`src/design/mnpt_pkg.sv`:
```
// Shared types and constants for the mono note priority trigger.
`default_nettype none
package mnpt_pkg;

	localparam int NUM_KEYS_DEF = 32;
	localparam int MASK_W       = 32;
	localparam int STAMP_W      = 32;
	localparam int SEL_W        = 6;
	localparam int MODE_W       = 2;

	// trigger modes; any other code behaves as LFO retrigger
	localparam logic [MODE_W-1:0] MODE_GATE_RETRIG = 2'd0;
	localparam logic [MODE_W-1:0] MODE_SUSTAIN     = 2'd1;
	localparam logic [MODE_W-1:0] MODE_LFO         = 2'd2;

	localparam logic signed [SEL_W-1:0] SEL_NONE = -6'sd1;

	typedef enum logic [1:0] {
		ST_IDLE,
		ST_SCAN,
		ST_TAIL,
		ST_DONE
	} state_t;

	// stamp RAM update for one key
	typedef struct packed {
		logic               set;
		logic               clr;
		logic [STAMP_W-1:0] data;
	} stamp_op_t;

endpackage
`default_nettype wire

```
`src/design/mnpt_in_if.sv`:
```
// Scan word channel: key masks and LFO edge flag.
`default_nettype none
interface mnpt_in_if;
	logic                        valid;
	logic                        ready;
	logic [mnpt_pkg::MASK_W-1:0] held_keys;
	logic [mnpt_pkg::MASK_W-1:0] pressed_keys;
	logic [mnpt_pkg::MASK_W-1:0] released_keys;
	logic                        lfo_edge;

	modport source (output valid, held_keys, pressed_keys, released_keys, lfo_edge,
		input ready);
	modport sink (input valid, held_keys, pressed_keys, released_keys, lfo_edge,
		output ready);
endinterface
`default_nettype wire

```
`src/design/mnpt_out_if.sv`:
```
// Result word channel: selected key and envelope controls.
`default_nettype none
interface mnpt_out_if;
	logic                              valid;
	logic                              ready;
	logic signed [mnpt_pkg::SEL_W-1:0] selected_key;
	logic                              gate_on;
	logic                              retrigger;
	logic                              legato;
	logic                              last_note_priority;

	modport source (output valid, selected_key, gate_on, retrigger, legato,
		last_note_priority, input ready);
	modport sink (input valid, selected_key, gate_on, retrigger, legato,
		last_note_priority, output ready);
endinterface
`default_nettype wire

```
`src/design/mono_note_priority_trigger.sv`:
```
// Top level: scan sequencer, mode resolution and result register.
// Each scan word passes through the states idle, scan, tail and done: idle accepts it, scan
// steps the stamp RAM read port through the keys in ascending order with the shared stamp
// comparator one key behind, tail finishes the last key, and done resolves and loads the
// result register. A result that is not taken holds the block in its resolve state.
// Reset leaves every stamp at zero through per-key valid bits; no clearing pass is needed.
// The user must write trigger_mode through cfg_we/cfg_wdata only while the block is idle;
// it does not check this. Code 3 is LFO retrigger; mask bits at or above NUM_KEYS are ignored.
`default_nettype none
module mono_note_priority_trigger #(
	parameter int NUM_KEYS = mnpt_pkg::NUM_KEYS_DEF
) (
	input  wire logic                        clk,
	input  wire logic                        arst_n,
	input  wire logic                        cfg_we,
	input  wire logic [mnpt_pkg::MODE_W-1:0] cfg_wdata,
	mnpt_in_if.sink                          scan,
	mnpt_out_if.source                       result
);
	import mnpt_pkg::*;

	localparam int KW = (NUM_KEYS > 1) ? $clog2(NUM_KEYS) : 1;
	localparam logic [KW-1:0] LAST_KEY = KW'(NUM_KEYS - 1);

	state_t state_q, state_d;

	logic [MODE_W-1:0]   mode_q;
	logic [NUM_KEYS-1:0] held_q, pressed_q, released_q;
	logic                lfo_q;
	logic                prev_held_q;
	logic [KW-1:0]       k_q, k_s1;
	logic                step_s1;

	logic                accept, load;
	logic [STAMP_W-1:0]  rd_stamp;
	stamp_op_t           op;
	logic                best_found, lp_found, lh_found;
	logic [KW-1:0]       best_key, lp_key, lh_key;

	logic                any_held, any_pressed, legato_d, retrig_d;
	logic signed [SEL_W-1:0] sel_d;

	logic                    out_valid_q;
	logic signed [SEL_W-1:0] sel_q;
	logic                    gate_q, retrig_q, legato_q, lnp_q;

	assign accept = scan.valid && scan.ready;

	always_comb begin
		state_d    = state_q;
		scan.ready = 1'b0;
		load       = 1'b0;
		case (state_q)
			ST_IDLE: begin
				scan.ready = 1'b1;
				if (scan.valid) begin
					state_d = ST_SCAN;
				end
			end
			ST_SCAN: begin
				if (k_q == LAST_KEY) begin
					state_d = ST_TAIL;
				end
			end
			ST_TAIL: begin
				state_d = ST_DONE;
			end
			ST_DONE: begin
				if (!out_valid_q || result.ready) begin
					load    = 1'b1;
					state_d = ST_IDLE;
				end
			end
			default: begin
				state_d = ST_IDLE;
			end
		endcase
	end

	always_ff @(posedge clk or negedge arst_n) begin
		if (!arst_n) begin
			state_q <= ST_IDLE;
		end else begin
			state_q <= state_d;
		end
	end

	always_ff @(posedge clk or negedge arst_n) begin
		if (!arst_n) begin
			mode_q      <= MODE_GATE_RETRIG;
			prev_held_q <= 1'b0;
			step_s1     <= 1'b0;
			k_q         <= '0;
			out_valid_q <= 1'b0;
		end else begin
			if (cfg_we) begin
				mode_q <= cfg_wdata;
			end
			step_s1 <= (state_q == ST_SCAN);
			if (accept) begin
				k_q <= '0;
			end else if (state_q == ST_SCAN && k_q != LAST_KEY) begin
				k_q <= k_q + KW'(1);
			end
			if (load) begin
				prev_held_q <= any_held;
				out_valid_q <= 1'b1;
			end else if (result.ready) begin
				out_valid_q <= 1'b0;
			end
		end
	end

	always_ff @(posedge clk) begin
		if (accept) begin
			held_q     <= scan.held_keys[NUM_KEYS-1:0];
			pressed_q  <= scan.pressed_keys[NUM_KEYS-1:0];
			released_q <= scan.released_keys[NUM_KEYS-1:0];
			lfo_q      <= scan.lfo_edge;
		end
		k_s1 <= k_q;
	end

	mnpt_stamp_ram #(
		.NUM_KEYS (NUM_KEYS),
		.KW       (KW)
	) u_ram (
		.clk      (clk),
		.arst_n   (arst_n),
		.rd_addr  (k_q),
		.wr_addr  (k_s1),
		.op       (op),
		.rd_stamp (rd_stamp)
	);

	mnpt_scan_unit #(
		.KW (KW)
	) u_scan (
		.clk             (clk),
		.arst_n          (arst_n),
		.clear           (accept),
		.step            (step_s1),
		.key             (k_s1),
		.held            (held_q[k_s1]),
		.pressed         (pressed_q[k_s1]),
		.released        (released_q[k_s1]),
		.rd_stamp        (rd_stamp),
		.op              (op),
		.best_found      (best_found),
		.best_key        (best_key),
		.low_press_found (lp_found),
		.low_press_key   (lp_key),
		.low_held_found  (lh_found),
		.low_held_key    (lh_key)
	);

	// resolve the scan
	always_comb begin
		any_held    = |held_q;
		any_pressed = |pressed_q;
		legato_d    = any_held && any_pressed && (|(held_q & ~pressed_q));
		case (mode_q)
			MODE_GATE_RETRIG: begin
				if (any_pressed) begin
					sel_d = lp_found ? SEL_W'(lp_key) : SEL_NONE;
				end else begin
					sel_d = best_found ? SEL_W'(best_key) : SEL_NONE;
				end
				retrig_d = any_held && any_pressed;
			end
			MODE_SUSTAIN: begin
				sel_d    = lh_found ? SEL_W'(lh_key) : SEL_NONE;
				retrig_d = any_held && !prev_held_q;
			end
			default: begin
				sel_d    = lh_found ? SEL_W'(lh_key) : SEL_NONE;
				retrig_d = any_held && lfo_q;
			end
		endcase
	end

	always_ff @(posedge clk) begin
		if (load) begin
			sel_q    <= sel_d;
			gate_q   <= any_held;
			retrig_q <= retrig_d;
			legato_q <= legato_d;
			lnp_q    <= (mode_q == MODE_GATE_RETRIG);
		end
	end

	assign result.valid              = out_valid_q;
	assign result.selected_key       = sel_q;
	assign result.gate_on            = gate_q;
	assign result.retrigger          = retrig_q;
	assign result.legato             = legato_q;
	assign result.last_note_priority = lnp_q;

	a_scan_after_accept: assert property (@(posedge clk) disable iff (!arst_n)
		accept |=> state_q == ST_SCAN && k_q == '0)
		else $error("scan did not start at key zero");

	a_result_from_done: assert property (@(posedge clk) disable iff (!arst_n)
		$rose(result.valid) |-> $past(state_q == ST_DONE))
		else $error("result appeared outside resolve cycle");

	a_step_tracks_scan: assert property (@(posedge clk) disable iff (!arst_n)
		state_q == ST_TAIL |-> step_s1 && k_s1 == LAST_KEY)
		else $error("last key not in stage one at tail");

	a_no_gate_no_key: assert property (@(posedge clk) disable iff (!arst_n)
		result.valid && !result.last_note_priority && !result.gate_on
		|-> result.selected_key == SEL_NONE)
		else $error("lowest-note mode selected a key with none held");

endmodule
`default_nettype wire

```
`src/design/mnpt_stamp_ram.sv`:
```
// Per-key press stamp RAM with valid bits; invalid entries read as zero.
`default_nettype none
module mnpt_stamp_ram #(
	parameter int NUM_KEYS = mnpt_pkg::NUM_KEYS_DEF,
	parameter int KW       = 5
) (
	input  wire logic                         clk,
	input  wire logic                         arst_n,
	input  wire logic [KW-1:0]                rd_addr,
	input  wire logic [KW-1:0]                wr_addr,
	input  wire mnpt_pkg::stamp_op_t          op,
	output logic [mnpt_pkg::STAMP_W-1:0]      rd_stamp
);
	import mnpt_pkg::*;

	logic [STAMP_W-1:0] mem [NUM_KEYS];
	logic [NUM_KEYS-1:0] vld_q;
	logic [STAMP_W-1:0] rd_data_q;
	logic               rd_vld_q;

	always_ff @(posedge clk) begin
		if (op.set) begin
			mem[wr_addr] <= op.data;
		end
		rd_data_q <= mem[rd_addr];
	end

	always_ff @(posedge clk or negedge arst_n) begin
		if (!arst_n) begin
			vld_q    <= '0;
			rd_vld_q <= 1'b0;
		end else begin
			if (op.clr) begin
				vld_q[wr_addr] <= 1'b0;
			end else if (op.set) begin
				vld_q[wr_addr] <= 1'b1;
			end
			rd_vld_q <= vld_q[rd_addr];
		end
	end

	assign rd_stamp = rd_vld_q ? rd_data_q : '0;

endmodule
`default_nettype wire

```
`src/design/mnpt_scan_unit.sv`:
```
// One-key-per-cycle stamp update, newest-stamp compare and lowest-key search.
`default_nettype none
module mnpt_scan_unit #(
	parameter int KW = 5
) (
	input  wire logic                         clk,
	input  wire logic                         arst_n,
	input  wire logic                         clear,
	input  wire logic                         step,
	input  wire logic [KW-1:0]                key,
	input  wire logic                         held,
	input  wire logic                         pressed,
	input  wire logic                         released,
	input  wire logic [mnpt_pkg::STAMP_W-1:0] rd_stamp,
	output mnpt_pkg::stamp_op_t               op,
	output logic                              best_found,
	output logic [KW-1:0]                     best_key,
	output logic                              low_press_found,
	output logic [KW-1:0]                     low_press_key,
	output logic                              low_held_found,
	output logic [KW-1:0]                     low_held_key
);
	import mnpt_pkg::*;

	logic [STAMP_W-1:0] cnt_q;
	logic [STAMP_W-1:0] cnt_inc;
	logic [STAMP_W-1:0] new_stamp;
	logic [STAMP_W-1:0] best_stamp_q;
	logic               best_found_q, lp_found_q, lh_found_q;
	logic [KW-1:0]      best_key_q, lp_key_q, lh_key_q;
	logic               newer;

	assign cnt_inc = cnt_q + 32'd1;

	always_comb begin
		if (released) begin
			new_stamp = '0;
		end else if (pressed) begin
			new_stamp = cnt_inc;
		end else begin
			new_stamp = rd_stamp;
		end
		newer = held && (!best_found_q || (new_stamp > best_stamp_q));
		op.set  = step && pressed && !released;
		op.clr  = step && released;
		op.data = cnt_inc;
	end

	always_ff @(posedge clk or negedge arst_n) begin
		if (!arst_n) begin
			cnt_q        <= '0;
			best_found_q <= 1'b0;
			lp_found_q   <= 1'b0;
			lh_found_q   <= 1'b0;
		end else if (clear) begin
			best_found_q <= 1'b0;
			lp_found_q   <= 1'b0;
			lh_found_q   <= 1'b0;
		end else if (step) begin
			if (pressed) begin
				cnt_q <= cnt_inc;
			end
			if (newer) begin
				best_found_q <= 1'b1;
			end
			if (pressed) begin
				lp_found_q <= 1'b1;
			end
			if (held) begin
				lh_found_q <= 1'b1;
			end
		end
	end

	// payload side: keys and stamp follow the found flags
	always_ff @(posedge clk) begin
		if (step && !clear) begin
			if (newer) begin
				best_key_q   <= key;
				best_stamp_q <= new_stamp;
			end
			if (pressed && !lp_found_q) begin
				lp_key_q <= key;
			end
			if (held && !lh_found_q) begin
				lh_key_q <= key;
			end
		end
	end

	assign best_found      = best_found_q;
	assign best_key        = best_key_q;
	assign low_press_found = lp_found_q;
	assign low_press_key   = lp_key_q;
	assign low_held_found  = lh_found_q;
	assign low_held_key    = lh_key_q;

endmodule
`default_nettype wire

```
`src/flat_wrapper.sv`:
```
// flat-port wrapper written by rule: the top's interface ports become plain ports
module mono_note_priority_trigger_flat import mnpt_pkg::*;
#(
	parameter int NUM_KEYS = mnpt_pkg::NUM_KEYS_DEF
)
  (clk, arst_n, cfg_we, cfg_wdata, scan_valid, scan_held_keys, scan_pressed_keys, scan_released_keys, scan_lfo_edge, scan_ready, result_valid, result_selected_key, result_gate_on, result_retrigger, result_legato, result_last_note_priority, result_ready);
  mnpt_in_if scan_i ();
  mnpt_out_if result_i ();
  input  wire logic clk;
  input  wire logic arst_n;
  input  wire logic cfg_we;
  input  wire logic [mnpt_pkg::MODE_W-1:0] cfg_wdata;
  input wire logic [$bits(scan_i.valid)-1:0] scan_valid;
  input wire logic [$bits(scan_i.held_keys)-1:0] scan_held_keys;
  input wire logic [$bits(scan_i.pressed_keys)-1:0] scan_pressed_keys;
  input wire logic [$bits(scan_i.released_keys)-1:0] scan_released_keys;
  input wire logic [$bits(scan_i.lfo_edge)-1:0] scan_lfo_edge;
  output wire logic [$bits(scan_i.ready)-1:0] scan_ready;
  output wire logic [$bits(result_i.valid)-1:0] result_valid;
  output wire logic [$bits(result_i.selected_key)-1:0] result_selected_key;
  output wire logic [$bits(result_i.gate_on)-1:0] result_gate_on;
  output wire logic [$bits(result_i.retrigger)-1:0] result_retrigger;
  output wire logic [$bits(result_i.legato)-1:0] result_legato;
  output wire logic [$bits(result_i.last_note_priority)-1:0] result_last_note_priority;
  input wire logic [$bits(result_i.ready)-1:0] result_ready;
  assign scan_i.valid = scan_valid;
  assign scan_i.held_keys = scan_held_keys;
  assign scan_i.pressed_keys = scan_pressed_keys;
  assign scan_i.released_keys = scan_released_keys;
  assign scan_i.lfo_edge = scan_lfo_edge;
  assign scan_ready = scan_i.ready;
  assign result_valid = result_i.valid;
  assign result_selected_key = result_i.selected_key;
  assign result_gate_on = result_i.gate_on;
  assign result_retrigger = result_i.retrigger;
  assign result_legato = result_i.legato;
  assign result_last_note_priority = result_i.last_note_priority;
  assign result_i.ready = result_ready;
  mono_note_priority_trigger #(.NUM_KEYS(NUM_KEYS)) u_core (.clk(clk), .arst_n(arst_n), .cfg_we(cfg_we), .cfg_wdata(cfg_wdata), .scan(scan_i), .result(result_i));
endmodule
```
`config.mk`:
```
export PLATFORM = sky130hd
export DESIGN_NAME = mono_note_priority_trigger_flat
export DESIGN_NICKNAME = d
export VERILOG_FILES = /design/src/design/mnpt_pkg.sv /design/src/design/mnpt_in_if.sv /design/src/design/mnpt_out_if.sv /design/src/design/mono_note_priority_trigger.sv /design/src/design/mnpt_stamp_ram.sv /design/src/design/mnpt_scan_unit.sv /design/src/flat_wrapper.sv
export SDC_FILE = /design/constraint.sdc
export NUM_CORES = 2
export LEC_CHECK = 0
export ABC_AREA = 1
export BUFFER_PORTS_ARGS = -buffer_cell sky130_fd_sc_hd__buf_4
export CELL_PAD_IN_SITES_DETAIL_PLACEMENT = 1
export CELL_PAD_IN_SITES_GLOBAL_PLACEMENT = 2
export CORE_MARGIN = 10
export CORE_UTILIZATION = 35
export CTS_BUF_LIST = sky130_fd_sc_hd__clkbuf_4
export DETAILED_ROUTE_END_ITERATION = 6
export PLACE_DENSITY_LB_ADDON = 0.1
export SYNTH_ARGS = -nofsm -noshare
export SYNTH_HDL_FRONTEND = slang
export SYNTH_SLANG_ARGS = --single-unit
```
`constraint.sdc`:
```
create_clock -name clk -period 11 [get_ports clk]
set_input_delay 0.55 -clock clk [delete_from_list [all_inputs] [get_ports clk]]
set_output_delay 0.55 -clock clk [all_outputs]
set_load 0.02 [all_outputs]
```
==> run_results.csv <==
group,metric,value,unit
global_route,grt_pass1_vias,39900,
finish,area.growth.synth_to_final,18.7,%
worst_setup_path,cp_data_required_time,11880,ps
sta,finClkSkew,96.7,ps
logic_synthesis,synth_warnings,0,
sta,fin_setup_tns,0,ps
placed_design,place_congestion,0.819,
logic_synthesis,synth-async-reset-ratio,6.18,%
worst_setup_path,cp-end-kind,"flop",
logic_synthesis,synth-simple-area-share,12.1,%
cts,cts_tree,"yes",
cts,cts_buffer_depth,4,
placed_design,dp_hpwl,98000,um
floorplan,num_io_pins,116,
global_route,grt_max_degree,150,
routing,vias,38100,
cts,clk_pin_slew,80,ps
finish,fill_cells,16300,
logic_synthesis,synth_xor_area_share,0.414,%
routing,dr.pass1.iters,5,
hold_path,hold_class,"in2reg",
floorplan,start_util,35.2,%
sta,worst_slew_pin_slew,1260,ps
finish,final_common_cell,"edfxtp_1",
logic_synthesis,synth_fa_ha_area_share,0.924,%
logic_synthesis,synth_ff_type,"edfxtp_1",
power,power.leakage,23.1,nW
sta,period_minus_slack,5330,ps
logic_synthesis,avgSynthCellArea,11.9,um2
finish,fin_nets,5097,
cts,insertion_delay,1330,ps
routing,post_drt_wl_per_cell,26.3,um
cts,clock-root-buffer,"clkbuf_4",
sta,slew_violations,0,
finish,register_area,38100,um2
logic_synthesis,syn_area,52800,um2
global_route,grt_util_all_layers,22.3,%
hold_path,whs_path_depth,5,
global_route,grt-ovfl-total,0,
logic_synthesis,ys_types,43,
worst_setup_path,critPathKind,"reg2reg",
sta,fmax,188,MHz
sta,period_share,48.5,%
cts,h-tree-depth,5,
cts,clock-sinks,1295,
power,vdd_drop_max,0.276,mV
finish,final_cell_mix,"edfxtp_1, nor2_1, o21ai_0",
floorplan,die_x,409,um
finish,drive_gt1_share,16.9,%
global_route,grt_pass1_wl,276000,um
power,power_density,239,nW/um2
floorplan,core_area,150000,um2
job,drv_cap,0,
routing,vias_per_cell,5.26,
cts,post_cts_resized,0,
logic_synthesis,synthCells,4425,
worst_setup_path,startpoint_type,"flop",
sta,hold_viol,0,
logic_synthesis,synth_nets,4568,
sta,setup_viol,0,
floorplan,die_area,167000,um2
worst_setup_path,reg2reg_depth,21,
routing,antenna_left,0,
global_route,antenna_found_initial,12,
routing,drt-initial-drc-count,3052,
routing,drt-total-wl,191000,um
logic_synthesis,synth_edf_count,1178,
worst_setup_path,cp_max_fo,37,
finish,multi_input_area,12900,um2
logic_synthesis,ys_seq_area_share,72.1,%
logic_synthesis,synth-compound-area-share,10.7,%
sta,rsz0062_at_grt,"false",
outcome,status,"completed",
logic_synthesis,muxShareOfSynthArea,0.0213,%
floorplan,die_y,409,um
routing,drc,0,
cts,cts_made_buffers,380,
finish,fin_util,41.8,%
logic_synthesis,synth_seq_cells,1295,
sta,relSlewSlack,16.0,%
floorplan,row_count,142,
worst_setup_path,arrival,6210,ps
placed_design,portBuffers,115,
logic_synthesis,synth_top_family_by_area,"simple AND/OR/NAND/NOR gates",
power breakdown:
group / switching [mW] / total (mW) / internal [mW]
Clock: 2.10 / 4.55 / 2.45
Combinational: 3.11 / 4.27 / 1.16
Sequential: 0.272 / 6.18 / 5.91
per-stage QoR:
stage | total power, mW | std cells | setup slack [ps] | hold slack, ps | area, um2
3_5_place_dp | 10.5 | 6381 | 5650 | 455 | 55900
2_1_floorplan | 8.93 | 4425 | 6440 | 254 | 52800
5_1_grt | 15.9 | 7246 | 5130 | 119 | 62700
6_report | 15.0 | 7255 | 5670 | 127 | 62700
4_1_cts | 15.2 | 7239 | 5610 | 14.5 | 62700
3_3_place_gp | 10.5 | 6381 | 5680 | 456 | 55900
state kept, by name (all words and copies together), names as in the netlist, 2 cells and up, named ones only:
name,flops
u_core.u_scan.best_stamp_q,32
u_core.result.selected_key,6
u_core.u_scan.low_held_key,5
u_core.u_scan.best_key,5
u_core.u_ram.mem,1024
u_core.u_scan.low_press_key,5
u_core.u_scan.cnt_q,32
u_core.u_ram.rd_data_q,32
u_core.held_q,32
u_core.k_s1,5
u_core.state_q,2
u_core.k_q,5
u_core.released_q,32
u_core.mode_q,2
u_core.pressed_q,32
cell families after synthesis:
group                    count (synthesis)
flip-flops                            1295
adder cells (fa/ha/maj)                 39
buffers and inverters                  481
XOR/XNOR                                25
AO/OA/AOI/OAI                         1006
multiplexers                             1
AND/OR/NAND/NOR                       1578
cell usage after synthesis (37+ instances only):
cell,n,area [um2]
clkbuf_1,158,593
dfxtp_1,37,741
nand4_1,56,350
o22ai_1,159,995
o21ai_0,609,3050
nor2_1,737,2770
a21oi_1,39,195
o21ai_1,52,260
inv_1,208,781
edfxtp_1,1178,35400
buf_2,72,360
nand3_1,120,601
nand2_1,584,2190
ha_1,39,488
dfrtp_1,80,2000
o211ai_1,89,668
worst max-delay path: stages (launching register included):
cell and delay (ps):
dfrtp_1 440, inv_1 460, nor3_2 420, nand2_1 210
nor2_1 260, nand2_1 120, or2_0 210, nand2_1 680
inv_1 140, o21ai_1 250, ha_1 190, nand2_1 80
nor2_1 150, nand2_1 80, nor4_1 330, nand2_1 100
nand2_1 70, nand2_1 70, nand2_1 60, nand2_1 70
inv_1 50, buf_4 480
metal layers:
layer / share of wire [%] / vias up / track usage, %
met2: 49 / 960 / 37.4
met4: 2.7 / 0 / 7.49
met3: 4.2 / 362 / 3.24
met5: 0 / - / 0
met1: 45 / 19700 / 29.6
li1: - / 17200 / -
area by class of cell:
class	instances	share of cell area, %
clock buffers	573	6.86
well taps	2016	4.02
flip-flops and latches	1295	60.8
inverters	225	1.38
clock inverters	78	0.648
multi-input cells	2649	20.5
repair buffers	403	5.69
diodes	16	0.0638
repair_timing:
action,4_1_cts,5_1_grt
hold endpoints to repair,198,0
setup buffers,0,0
hold buffers,207,0
worst paths after layout:
check	startpoint	end	slack, ps
setup reg to reg	u_core.u_scan.cnt_q[0]	u_core.u_scan.best_stamp_q[24]	5670
min in group asynchronous	arst_n	u_core.prev_held_q	350
setup / recovery	u_core.u_scan.cnt_q[0]	u_core.u_scan.best_stamp_q[24]	5670
hold reg to reg	flop	flop	470
hold / removal	result_ready	u_core.result.valid	130
max in group asynchronous	arst_n	u_core.u_scan.cnt_q[10]	9790
Note: power is estimated with default switching activity, not from simulation.
